File: src/sv/tqs_pkg.sv
package tqs_pkg;
  localparam int NUM_TIMERS_DEF = 16;
  localparam int TIME_WIDTH_DEF = 32;
  localparam int IVL_W = 31;
  localparam int SLOT_W = 4;
  localparam int KIND_W = 3;
  localparam logic [IVL_W-1:0] DELAY_MAX = {IVL_W{1'b1}};

  typedef enum logic [1:0] {
    OP_SCHEDULE = 2'd0,
    OP_CANCEL   = 2'd1,
    OP_TICK     = 2'd2,
    OP_NONE     = 2'd3
  } op_t;

  typedef enum logic [KIND_W-1:0] {
    K_SCHEDULED = 3'd0,
    K_FIRED     = 3'd1,
    K_DONE      = 3'd2,
    K_FULL      = 3'd3,
    K_CANCELLED = 3'd4
  } kind_t;

  // controller to datapath
  typedef struct packed {
    logic load;       // capture input transaction
    logic do_sched;
    logic do_cancel;
    logic tick;       // advance time
    logic scan_clr;   // start a scan
    logic scan_step;  // examine one slot
    logic fire;       // fire the best slot
    logic emit;       // load output register
    kind_t emit_kind;
    logic emit_last;
  } tqs_cmd_t;

  // datapath to controller
  typedef struct packed {
    logic scan_end;   // last slot examined this cycle
    logic found_due;  // scan found a due slot
    logic have_free;
  } tqs_sts_t;
endpackage

File: src/sv/tqs_datapath.sv
module tqs_datapath #(
  parameter int NUM_TIMERS = tqs_pkg::NUM_TIMERS_DEF,
  parameter int TIME_WIDTH = tqs_pkg::TIME_WIDTH_DEF
) (
  input  logic                        clk,
  input  logic                        rst,
  input  tqs_pkg::tqs_cmd_t           cmd,
  output tqs_pkg::tqs_sts_t           sts,
  input  logic [tqs_pkg::IVL_W-1:0]   interval,
  input  logic                        repeats,
  input  logic [tqs_pkg::SLOT_W-1:0]  slot_to_cancel,
  output logic [tqs_pkg::KIND_W-1:0]  kind,
  output logic [tqs_pkg::SLOT_W-1:0]  slot_id,
  output logic [tqs_pkg::IVL_W-1:0]   next_delay,
  output logic                        last
);
  localparam int IDX_W = (NUM_TIMERS > 1) ? $clog2(NUM_TIMERS) : 1;
  localparam int TW = TIME_WIDTH;

  logic [TW-1:0] current_time;
  logic [TW-1:0] expiry [NUM_TIMERS];
  logic [tqs_pkg::IVL_W-1:0] period [NUM_TIMERS];
  logic [NUM_TIMERS-1:0] repeat_flag;
  logic [NUM_TIMERS-1:0] slot_active;
  logic [NUM_TIMERS-1:0] fired;

  logic [tqs_pkg::IVL_W-1:0] ivl;
  logic rep;
  logic [tqs_pkg::SLOT_W-1:0] cslot;

  logic [IDX_W-1:0] scan_idx;
  logic [IDX_W-1:0] best_idx;
  logic [TW-1:0] best_key;
  logic best_due;
  logic have_any;
  logic [TW-1:0] act_key;
  logic have_act;

  logic [IDX_W-1:0] free_idx;
  logic have_free;

  always_comb begin
    free_idx = '0;
    have_free = 1'b0;
    for (int i = NUM_TIMERS - 1; i >= 0; i--) begin
      if (!slot_active[i]) begin
        free_idx = IDX_W'(i);
        have_free = 1'b1;
      end
    end
  end

  logic [TW-1:0] cur_ft;
  logic [TW-1:0] gap;
  logic [TW-1:0] key;
  logic due;
  logic cand;

  assign cur_ft = expiry[scan_idx];
  assign gap = cur_ft - current_time;
  assign key = {~gap[TW-1], gap[TW-2:0]};
  assign due = (gap == '0) || gap[TW-1];
  assign cand = slot_active[scan_idx] && !fired[scan_idx] && due;

  assign sts.scan_end = (scan_idx == IDX_W'(NUM_TIMERS - 1));
  assign sts.found_due = best_due;
  assign sts.have_free = have_free;

  logic [TW-1:0] bd;
  logic [tqs_pkg::IVL_W-1:0] delay;
  always_comb begin
    bd = {~act_key[TW-1], act_key[TW-2:0]};
    if (!have_act) delay = tqs_pkg::DELAY_MAX;
    else if (bd == '0 || bd[TW-1]) delay = '0;
    else if (TW - 1 > tqs_pkg::IVL_W && |(bd >> tqs_pkg::IVL_W))
      delay = tqs_pkg::DELAY_MAX;
    else delay = tqs_pkg::IVL_W'(bd);
  end

  logic [TW-1:0] ivl_ext;
  assign ivl_ext = TW'({{(TW > tqs_pkg::IVL_W ? TW : tqs_pkg::IVL_W){1'b0}}, ivl});

  always_ff @(posedge clk) begin
    if (rst) begin
      current_time <= '0;
      slot_active <= '0;
      fired <= '0;
      scan_idx <= '0;
      best_due <= 1'b0;
      have_act <= 1'b0;
    end else begin
      if (cmd.load) begin
        ivl <= (interval == '0) ? tqs_pkg::IVL_W'(1) : interval;
        rep <= repeats;
        cslot <= slot_to_cancel;
        fired <= '0;
      end
      if (cmd.do_sched && have_free) begin
        slot_active[free_idx] <= 1'b1;
        period[free_idx] <= ivl;
        repeat_flag[free_idx] <= rep;
        expiry[free_idx] <= current_time + ivl_ext;
      end
      if (cmd.do_cancel && {{(32 - tqs_pkg::SLOT_W){1'b0}}, cslot} < 32'(NUM_TIMERS))
        slot_active[IDX_W'(cslot)] <= 1'b0;
      if (cmd.tick) current_time <= current_time + TW'(1);
      if (cmd.scan_clr) begin
        scan_idx <= '0;
        best_due <= 1'b0;
        have_act <= 1'b0;
      end else if (cmd.scan_step) begin
        scan_idx <= sts.scan_end ? '0 : scan_idx + IDX_W'(1);
        if (cand && (!best_due || key < best_key)) begin
          best_due <= 1'b1;
          best_key <= key;
          best_idx <= scan_idx;
        end
        if (slot_active[scan_idx] && (!have_act || key < act_key)) begin
          have_act <= 1'b1;
          act_key <= key;
        end
      end
      if (cmd.fire) begin
        fired[best_idx] <= 1'b1;
        if (repeat_flag[best_idx])
          expiry[best_idx] <= expiry[best_idx] +
            TW'({{(TW > tqs_pkg::IVL_W ? TW : tqs_pkg::IVL_W){1'b0}}, period[best_idx]});
        else slot_active[best_idx] <= 1'b0;
      end
    end
  end

  always_ff @(posedge clk) begin
    if (cmd.emit) begin
      kind <= cmd.emit_kind;
      last <= cmd.emit_last;
      unique case (cmd.emit_kind)
        tqs_pkg::K_SCHEDULED: slot_id <= tqs_pkg::SLOT_W'(free_idx);
        tqs_pkg::K_FIRED:     slot_id <= tqs_pkg::SLOT_W'(best_idx);
        tqs_pkg::K_CANCELLED: slot_id <= cslot;
        default:              slot_id <= '0;
      endcase
      next_delay <= (cmd.emit_kind == tqs_pkg::K_DONE) ? delay : '0;
    end
  end

  a_fire_due: assert property (@(posedge clk) disable iff (rst)
    cmd.fire |-> best_due) else $error("fire without due slot");
  a_sched_free: assert property (@(posedge clk) disable iff (rst)
    (cmd.do_sched && have_free) |=> slot_active[$past(free_idx)])
    else $error("schedule did not take slot");
  a_time_step: assert property (@(posedge clk) disable iff (rst)
    cmd.tick |=> current_time == $past(current_time) + TW'(1))
    else $error("time step wrong");
endmodule

File: src/sv/tqs_ctrl.sv
module tqs_ctrl (
  input  logic                    clk,
  input  logic                    rst,
  input  logic                    in_valid,
  output logic                    in_stall,
  input  logic [1:0]              operation,
  output logic                    out_valid,
  input  logic                    out_stall,
  output tqs_pkg::tqs_cmd_t       cmd,
  input  tqs_pkg::tqs_sts_t       sts
);
  typedef enum logic [2:0] {
    S_IDLE, S_OP, S_SCAN, S_DECIDE, S_WAIT
  } state_t;

  state_t state;
  tqs_pkg::op_t op;
  logic after_done;   // the pending output ends the transaction
  logic after_fire;   // the pending output is a fire, rescan after

  logic out_free;
  assign out_free = !out_valid || !out_stall;
  assign in_stall = (state != S_IDLE);

  always_comb begin
    cmd = '0;
    cmd.emit_kind = tqs_pkg::K_DONE;
    unique case (state)
      S_IDLE: begin
        cmd.load = in_valid;
        cmd.scan_clr = in_valid;
      end
      S_OP: begin
        if (out_free) begin
          unique case (op)
            tqs_pkg::OP_SCHEDULE: begin
              cmd.do_sched = 1'b1;
              cmd.emit = 1'b1;
              cmd.emit_last = 1'b1;
              cmd.emit_kind = sts.have_free ? tqs_pkg::K_SCHEDULED : tqs_pkg::K_FULL;
            end
            tqs_pkg::OP_CANCEL: begin
              cmd.do_cancel = 1'b1;
              cmd.emit = 1'b1;
              cmd.emit_last = 1'b1;
              cmd.emit_kind = tqs_pkg::K_CANCELLED;
            end
            tqs_pkg::OP_TICK: cmd.tick = 1'b1;
            default: ;
          endcase
        end
      end
      S_SCAN: cmd.scan_step = 1'b1;
      S_DECIDE: begin
        if (out_free) begin
          cmd.emit = 1'b1;
          if (sts.found_due) begin
            cmd.fire = 1'b1;
            cmd.emit_kind = tqs_pkg::K_FIRED;
          end else begin
            cmd.emit_kind = tqs_pkg::K_DONE;
            cmd.emit_last = 1'b1;
          end
        end
      end
      S_WAIT: cmd.scan_clr = 1'b1;
      default: ;
    endcase
  end

  always_ff @(posedge clk) begin
    if (rst) begin
      state <= S_IDLE;
      out_valid <= 1'b0;
      op <= tqs_pkg::OP_NONE;
      after_done <= 1'b0;
      after_fire <= 1'b0;
    end else begin
      if (cmd.emit) out_valid <= 1'b1;
      else if (!out_stall) out_valid <= 1'b0;
      unique case (state)
        S_IDLE: if (in_valid) begin
          op <= tqs_pkg::op_t'(operation);
          state <= S_OP;
        end
        S_OP: if (out_free) begin
          if (op == tqs_pkg::OP_TICK) state <= S_SCAN;
          else state <= S_IDLE;
        end
        S_SCAN: if (sts.scan_end) state <= S_DECIDE;
        S_DECIDE: if (out_free) begin
          state <= sts.found_due ? S_WAIT : S_IDLE;
        end
        S_WAIT: state <= S_SCAN;
        default: state <= S_IDLE;
      endcase
      after_done <= cmd.emit && cmd.emit_last;
      after_fire <= cmd.fire;
    end
  end

  a_no_accept_busy: assert property (@(posedge clk) disable iff (rst)
    (state != S_IDLE) |-> !cmd.load) else $error("load while busy");
  a_emit_room: assert property (@(posedge clk) disable iff (rst)
    cmd.emit |-> out_free) else $error("output overwritten");
  a_fire_rescan: assert property (@(posedge clk) disable iff (rst)
    after_fire |-> state == S_WAIT) else $error("no rescan after fire");
  a_done_idle: assert property (@(posedge clk) disable iff (rst)
    after_done |-> state == S_IDLE) else $error("last without idle");
endmodule

File: src/sv/timer_queue_scheduler_unit.sv
// schedule and cancel: the result is registered from the op state once the output is free
// tick: time step, then a scan of all NUM_TIMERS slots, then a decision that fires the
//   best due slot and rescans, or loads the done result; output stalls hold each step
// transactions: one at a time, the next is accepted once the last result is loaded
// reset: synchronous, clears time, active flags and control; timer slots need no clearing
module timer_queue_scheduler_unit #(
  parameter int NUM_TIMERS = tqs_pkg::NUM_TIMERS_DEF,
  parameter int TIME_WIDTH = tqs_pkg::TIME_WIDTH_DEF
) (
  input  logic                        clk,
  input  logic                        rst,
  input  logic                        in_valid,
  output logic                        in_stall,
  input  logic [1:0]                  operation,
  input  logic [tqs_pkg::IVL_W-1:0]   interval,
  input  logic                        repeats,
  input  logic [tqs_pkg::SLOT_W-1:0]  slot_to_cancel,
  output logic                        out_valid,
  input  logic                        out_stall,
  output logic [tqs_pkg::KIND_W-1:0]  kind,
  output logic [tqs_pkg::SLOT_W-1:0]  slot_id,
  output logic [tqs_pkg::IVL_W-1:0]   next_delay,
  output logic                        last
);
  tqs_pkg::tqs_cmd_t cmd;
  tqs_pkg::tqs_sts_t sts;

  tqs_ctrl u_ctrl (
    .clk, .rst, .in_valid, .in_stall, .operation,
    .out_valid, .out_stall, .cmd, .sts
  );

  tqs_datapath #(.NUM_TIMERS(NUM_TIMERS), .TIME_WIDTH(TIME_WIDTH)) u_dp (
    .clk, .rst, .cmd, .sts, .interval, .repeats, .slot_to_cancel,
    .kind, .slot_id, .next_delay, .last
  );
endmodule
File: config.mk
export PLATFORM = sky130hd
export DESIGN_NAME = timer_queue_scheduler_unit
export DESIGN_NICKNAME = d
export VERILOG_FILES = /design/src/sv/tqs_pkg.sv /design/src/sv/tqs_datapath.sv /design/src/sv/tqs_ctrl.sv /design/src/sv/timer_queue_scheduler_unit.sv
export SDC_FILE = /design/constraint.sdc
export NUM_CORES = 2
export LEC_CHECK = 0
export ABC_AREA = 1
export BUFFER_PORTS_ARGS = -buffer_cell sky130_fd_sc_hd__buf_2
export CORE_UTILIZATION = 56
export CTS_BUF_LIST = sky130_fd_sc_hd__clkbuf_4
export CTS_CLUSTER_DIAMETER = 50
export DETAILED_ROUTE_END_ITERATION = 12
export HOLD_SLACK_MARGIN = 0.02
export PLACE_DENSITY = 0.73
export SETUP_SLACK_MARGIN = 0.02
export SLEW_MARGIN = 0
export SYNTH_ARGS = -nofsm -noshare
export SYNTH_HDL_FRONTEND = slang
export SYNTH_SLANG_ARGS = --single-unit
File: constraint.sdc
create_clock -name clk -period 13.4 [get_ports clk]
set_input_delay 2.01 -clock clk [delete_from_list [all_inputs] [get_ports clk]]
set_output_delay 2.01 -clock clk [all_outputs]
set_load 0.1 [all_outputs]
==> results.cfg <==
[power]
p_leak_uw = 0.0254
p_seq_share_pct = 47.3
cellPowerDensity_nw_per_um2 = 143
p_sw_uw = 2950
ir_worst_vdd_v = 0.000113
switching_share_pct = 30.8
power.internal_uw = 6640
clockPowerShare_pct = 33.6
comb_power_share_pct = 19.1

[worst_setup_path]
crit_arrival_ns = 9.30
rrSetupSlack_ns = 4.91
worstPathRequired_ns = 14.20
startpoint_type = register
cp_max_fo = 96
end_kind = register
r2r_cells = 32
reg2reg_to = u_dp.best_key[4]
cp_slowest_cell = buf_4
cpMostUsedCell = nand2_1
crit_type = reg2reg
critPathMaxStageDelay_ns = 0.85

[die]
dieArea_um2 = 111000
initial_core_util_pct = 56.4
die_h_um = 333
die_w_um = 333
fp.coreArea_um2 = 109000
io_pins = 83
row_count = 121

[placed_design]
dpl_cell_area_um2 = 63300
dp_hpwl_mm = 108
portBuffers = 82
place_ws_ns = 5.25
gp_congestion = 0.965

[clock_tree]
cts_sinks = 1251
clk_pin_slew_worst_paths_ns = 0.07
ctsHoldBuffers = 0
cts-resized-gates = 0
cts_tree = yes
post_cts_buffers = 0
clkLatencyLatePin_ns = 1.24
clockRootBuffer = clkbuf_4
cts.htree.levels = 5
cts_made_buffers = 330
cts_max_path_buffers = 4

[sta]
hold_viol_final = 0
min_period_ns = 8.49
setup_slack_ns = 4.91
final-setup-viol-count = 0
tightest_slew_ns = 1.32
rsz0062_at_grt = false
drv_slew = 0
tns_ns = 0
fin_worst_skew_ns = 0.0920
relSlewSlack_pct = 11.2
fmax_mhz = 118
fin_crit_sh_pct = 63.4

[route]
drc = 0
vias = 47500
firstDrtPassIters = 8
drt_iter0_markers = 6281
drt-total-wl_mm = 181
routed_via_density = 6.18
wl_per_cell_um = 23.6
drtAntennaViolNets = 0

[finish]
drive_gt1_share_pct = 12.0
nFillCells = 8758
areaGrowthSynthToFinish_pct = 9.45
fin_nets = 6251
layout_commonest_cell = edfxtp_1
layout_common_cells = edfxtp_1 (1167), o21ai_0 (852), nand2_1 (705), inv_1 (632), a21oi_1 (574)
final_area_um2 = 67200

[global_route]
overflow = 0
grt_pass1_vias = 45400
grt_start_max_net_pins = 173
antenna_found_initial = 7
grt_use_total_pct = 32.1
grt_pass1_wl_mm = 268

[yosys]
synth_top_cell_by_area = edfxtp_1
syn-num-nets = 6094
yosysWarnings = 0
synth_cells = 5894
syn_area_per_cell_um2 = 10.4
synth_cell_types = 59
synthTopCellsByArea = edfxtp_1 (57%), o21ai_0 (6.9%), a21oi_1 (4.7%), nand2_1 (4.3%), mux2i_1 (3.9%)
synth-main-ff-cell = edfxtp_1
syn-cell-area_um2 = 61400
synth_top_cell_area_share_pct = 57.0
synth_edf_count = 1167
ys_seq_elements = 1251
synthArstFlopShare_pct = 0
synth_seq_area_share_pct = 59.8

[hold_path]
holdPathEnd = u_dp.fired[5]
holdCritPathClass = reg2reg
hp-start = u_dp.fired[5]
whs_path_depth = 2

[run_status]
status = finished clean

[run]
cap_violations = 0
Yosys cell counts (all sizes together) (47+ instances only):
cell type,number
o221ai,100
nand3,156
nor2,370
nor3,47
o21ai,861
buf,64
clkbuf,283
ha,155
inv,643
nand2,717
o211ai,198
mux2i,242
dfxtp,84
edfxtp,1167
a21oi,577
metal layers:
metal | GRT usage [%] | vias up | wire length (µm)
li1 | - | 21700 | -
met1 | 43.3 | 22500 | 72300
met2 | 48.8 | 2796 | 80100
met3 | 7.47 | 539 | 20300
met4 | 16.4 | 8 | 8400
met5 | 0 | - | 44
sequential cells by signal, indices dropped and copies added (netlist names), 4 cells and up, named ones only:
| register | flops |
|---|---|
| u_dp.cslot | 4 |
| u_dp.repeat_flag | 16 |
| u_dp.slot_id | 4 |
| u_dp.ivl | 31 |
| u_dp.expiry | 512 |
| u_dp.next_delay | 31 |
| u_dp.period | 496 |
| u_dp.current_time | 32 |
| u_dp.act_key | 32 |
| u_dp.fired | 16 |
| u_dp.slot_active | 16 |
| u_dp.best_key | 32 |
| u_dp.best_idx | 4 |
| u_dp.scan_idx | 4 |
final cells by class:
cell class,count,area (µm²),share of cell area (%)
antenna,10,25.0,0.0372
clock buffer,457,3430,5.10
clock inverter,85,518,0.770
inverter,648,2440,3.63
multi-input combinational,3648,21200,31.5
sequential,1251,36800,54.7
tap,1414,1770,2.63
timing repair buffer,172,1120,1.67
through the flow:
stage | hold WS (ns) | utilization (%) | instances | power, µW
floorplan | 0.429 | - | 5894 | 5850
global placement | 0.453 | 58.1 | 7133 | 6350
detailed placement | 0.457 | 58.1 | 7133 | 6410
CTS | 0.466 | 61.7 | 7675 | 9600
global route | 0.493 | 61.8 | 7680 | 10000
finish | 0.466 | 61.8 | 7685 | 9590
critical path, delay by kind of cell (launching register included):
| family | cells | cell delay, ns |
|---|---|---|
| compound gates | 9 | 2.01 |
| flops | 1 | 0.72 |
| buf+inv | 6 | 3.14 |
| simple gates | 15 | 1.32 |
| fa+ha+maj | 2 | 0.70 |
power groups by stage:
stage / combinational [µW] / sequential, µW / clock [µW]
floorplan: 1180 / 4670 / 0
global placement: 1740 / 4610 / 0
detailed placement: 1790 / 4620 / 0
CTS: 1800 / 4530 / 3270
global route: 2010 / 4540 / 3460
finish: 1830 / 4540 / 3220
how the worst max path moves through the flow:
| stage | start | endpoint | slack (ns) |
|---|---|---|---|
| global placement | register | u_dp.best_key[0] | 5.32 |
| global route | register | u_dp.best_key[17] | 4.39 |
| CTS | register | u_dp.best_key[18] | 5.14 |
| finish | register | u_dp.best_key[4] | 4.91 |
| floorplan | out_stall | u_dp.period[0][0] | 7.04 |
| detailed placement | register | u_dp.best_key[2] | 5.25 |
cells by family after synthesis:
kind of cell,count (synthesis),synth area share (%)
buffers and inverters,995,6.18
AND/OR/NAND/NOR,1361,9.29
adder cells (fa/ha/maj),158,3.25
AO/OA/AOI/OAI,1832,16.8
XOR/XNOR,55,0.784
multiplexers,242,3.94
flip-flops,1251,59.8
No activity file was read; power rests on OpenSTA's default activity.
